==> src/hw/rtl/brb_pkg.sv <==
// shared types, request codes and controller state for the byte ring buffer
`timescale 1ns / 1ps

package brb_pkg;

    localparam logic [1:0] REQ_WRITE = 2'd0;
    localparam logic [1:0] REQ_READ  = 2'd1;
    localparam logic [1:0] REQ_DRAIN = 2'd2;

    typedef struct packed {
        logic [1:0]  req_type;
        logic [7:0]  write_byte;
        logic [10:0] count;
    } in_item_t;

    typedef struct packed {
        logic [7:0]  data_byte;
        logic [10:0] moved;
        logic [10:0] fill_level;
        logic        byte_valid;
        logic        last;
    } out_item_t;

    typedef enum logic [1:0] {
        ST_IDLE,
        ST_RD_ISSUE,
        ST_RD_LOAD
    } state_t;

    typedef struct packed {
        logic take;
        logic rd_issue;
        logic rd_load;
    } ctrl_cmd_t;

    typedef struct packed {
        logic out_free;
        logic burst_start;
        logic burst_done;
    } dp_status_t;

endpackage

==> src/hw/rtl/brb_controller.sv <==
// request sequencer state machine for the byte ring buffer
`timescale 1ns / 1ps

module brb_controller (
    input  logic               clk,
    input  logic               rst_n,
    input  logic               req_valid,
    output logic               req_stall,
    input  brb_pkg::dp_status_t status,
    output brb_pkg::ctrl_cmd_t  cmd
);
    import brb_pkg::*;

    state_t state_reg;
    state_t state_next;

    always_ff @(posedge clk or negedge rst_n)
    begin
        if (!rst_n)
        begin
            state_reg <= ST_IDLE;
        end
        else
        begin
            state_reg <= state_next;
        end
    end

    always_comb
    begin
        state_next = state_reg;
        case (state_reg)
            ST_IDLE:
            begin
                if (req_valid && status.out_free && status.burst_start)
                begin
                    state_next = ST_RD_ISSUE;
                end
            end
            ST_RD_ISSUE:
            begin
                state_next = ST_RD_LOAD;
            end
            ST_RD_LOAD:
            begin
                if (status.out_free)
                begin
                    state_next = status.burst_done ? ST_IDLE : ST_RD_ISSUE;
                end
            end
            default:
            begin
                state_next = ST_IDLE;
            end
        endcase
    end

    always_comb
    begin
        cmd       = '0;
        req_stall = 1'b1;
        case (state_reg)
            ST_IDLE:
            begin
                req_stall = !status.out_free;
                cmd.take  = req_valid && status.out_free;
            end
            ST_RD_ISSUE:
            begin
                cmd.rd_issue = 1'b1;
            end
            ST_RD_LOAD:
            begin
                cmd.rd_load = status.out_free;
            end
            default:
            begin
                cmd = '0;
            end
        endcase
    end

endmodule

==> config.mk <==
export PLATFORM = sky130hd
export DESIGN_NAME = brb_controller
export DESIGN_NICKNAME = d
export VERILOG_FILES = /design/src/hw/rtl/brb_pkg.sv /design/src/hw/rtl/brb_controller.sv
export SDC_FILE = /design/constraint.sdc
export NUM_CORES = 1
export LEC_CHECK = 0
export ABC_AREA = 0
export BUFFER_PORTS_ARGS = -buffer_cell sky130_fd_sc_hd__buf_2
export CORE_AREA = 2 2 39 41
export DETAILED_ROUTE_END_ITERATION = 12
export DIE_AREA = 0 0 41 43
export GPL_ROUTABILITY_DRIVEN = 0
export PLACE_DENSITY = 0.3
export SYNTH_ARGS = -nofsm -noshare
export SYNTH_HDL_FRONTEND = slang
export SYNTH_SLANG_ARGS = --single-unit
==> constraint.sdc <==
create_clock -name clk -period 1.29 [get_ports clk]
set_input_delay 0.1935 -clock clk [delete_from_list [all_inputs] [get_ports clk]]
set_output_delay 0.1935 -clock clk [all_outputs]
set_load 0.05 [all_outputs]
==> flow_summary.ini <==
[power_and_ir_drop]
leakagePower_nw = 0.1374
power_density_mw_per_mm2 = 1281
vdd_drop_max_v = 0.0003311
total_power_mw = 0.3703

[yosys]
synth-seq-cells = 2
synth_nets = 21
synth_top_area_share_pct = 37.04
synth-compound-area-share_pct = 3.704
yosys.area_share.adder_pct = 0
synth_top_family_by_area = simple AND/OR/NAND/NOR gates
synthMuxAreaShare_pct = 0
synth_cell_type_count = 13
yosysSeqAreaShare_pct = 37.04
postSynthCellCount = 15
synth-warning-count = 0
synth_xor_area_share_pct = 0
syn_area_um2 = 135.1
yosysTopAreaCell = dfrtp_1
synth_area_leaders = dfrtp_1, or3b_4, or2b_2
synth.avg_cell_area_um2 = 9.009
yosys.area_share.simple_pct = 48.15

[layout]
drive_gt1_share_pct = 68.97
areaGrowthSynthToFinish_pct = 113.9
nFillCells = 160
seq_area_um2 = 50.05
largest_reg_flops = 2
multi_input_area_um2 = 92.59
antenna_cells = 0
nNetsFinal = 37
layout_common_cells = buf_2, clkbuf_4
final_common_cell = buf_2

[route]
wirelength_um = 385
route.met2.wl_um = 161
wl_per_cell_um = 8.556
via_per_inst = 3.244
ant_nets = 0
route.met3.wl_um = 47
initialDrtViolationCount = 0
highest_layer = met3
num_vias = 146
drc = 0
routedLengthMet1_um = 176
drt_pre_antenna_iters = 1

[critical_path]
critPathMaxFanout = 2
cp-end-kind = primary output
cp.arrival_ns = 1.26
cp.required_ns = 1.10
path_class = register to primary output
critPathLaunch = state_reg[1]$_DFFE_PN0P_
worstReg2RegStart = state_reg[0]$_DFFE_PN0P_
cp-start-kind = register

[timing]
finalCriticalPeriod_ns = 1.449
setup_viol = 3
worst_slack_ns = -0.1591
tns_ns = -0.3091
rsz0062_at_grt = true
fmax_ghz = 0.6901
relSlewSlack_pct = 83.51
worst_pin_slew_ns = 0.2491
maxSlewViolCount = 0
finalCritPeriodShare_pct = 112.3
finalClockSkew_ns = 0.0008942
hold_viol = 0

[clock_tree]
cts_made_buffers = 3
clock_sinks = 2
cts-root-buf = clkbuf_4
cts_buffer_depth = 2
cts.clk_slew.worst_paths_ns = 0.03
htreeDepth = 1
insertion_delay_ns = 0.22
cts_tree = yes

[global_routing]
grt_pass1_vias = 170
grt_pass1_wl_um = 627
antenna_found_initial = 0
overflow = 0
grt_max_degree = 6
grt_use_total_pct = 5.924

[min_path]
worstHoldStart = status[0]
worstHoldPathType = input pin to register

[floorplan]
num_rows = 14
core_region_area_mm2 = 0.001384
dieWidth_um = 41
die-area_mm2 = 0.001763
die_y_um = 43
num_io_pins = 10
start_util_pct = 9.765

[place]
dpl_worst_slack_ns = -0.03349
io_buffers = 9

[run]
drv_cap = 0

[status]
status = finished, violations left
failed_checks = negative setup slack
==> report_power, final <==
group          internal (mW)  leakage, nW  total (mW)  switching, mW
sequential            0.0710       0.0267      0.0759        0.00493
combinational         0.0700       0.0969       0.157         0.0865
clock                  0.103       0.0138       0.138         0.0353
==> final timing paths <==
kind	to	slack (ns)	cells after the start
max	cmd[2]	-0.16	3
min	state_reg[0]$_DFFE_PN0P_	0.23	3
max reg2reg	state_reg[1]$_DFFE_PN0P_	0.23	3
min reg2reg	state_reg[0]$_DFFE_PN0P_	0.59	2
max in group asynchronous	state_reg[0]$_DFFE_PN0P_	0.91	2
min in group asynchronous	state_reg[1]$_DFFE_PN0P_	0.28	2
==> stage by stage <==
step                      instance area, µm²  cells  hold WS (ns)  util (%)
after CTS                              274.0     45        0.2322     19.80
after global placement                 220.2     41      -0.02163     15.91
after global routing                   289.0     45        0.2602     20.89
final                                  289.0     45        0.2311     20.89
after floorplan                        147.6     15       -0.1021         -
after detailed placement               220.2     41      -0.02069     15.91
==> per-layer routing <==
layer | vias up | global-route usage [%]
met5 | - | 0
met4 | 0 | 8.000
met3 | 0 | 3.141
met2 | 10 | 6.563
met1 | 60 | 6.431
li1 | 76 | -
==> layout make-up <==
cell class | count | share of cell area, %
multi-input cells | 10 | 32.03
repair buffers | 12 | 33.33
flip-flops and latches | 2 | 17.32
clock buffers | 3 | 7.792
inverters | 2 | 2.597
well taps | 16 | 6.926
==> critical path, stage by stage, from the launching register on <==
cell and delay, ns:
dfrtp_1 0.37, or3b_4 0.42, nor2_4 0.09, buf_6 0.16
==> cell usage after synthesis <==
cell type / instances
a21oi_1: 1
buf_4: 1
dfrtp_1: 2
inv_1: 2
nand3b_1: 1
nor2_1: 1
nor2_2: 1
nor2b_1: 1
nor3b_1: 1
or2_2: 1
or2b_1: 1
or2b_2: 1
or3b_4: 1
==> what timing repair did <==
item / in CTS / in global routing
setup buffers: 0 / 1
hold buffers: 1 / 0
resized for setup: 7 / 4
hold endpoints to repair: 2 / 0
endpoints found under the setup margin: 4 / 4
pin swaps: 1 / 0
==> cells by family after synthesis <==
group                  after synthesis
AO/OA/AOI/OAI                        1
AND/OR/NAND/NOR                      9
buffers and inverters                3
flip-flops                           2
Note: power is estimated with default switching activity, not from simulation.
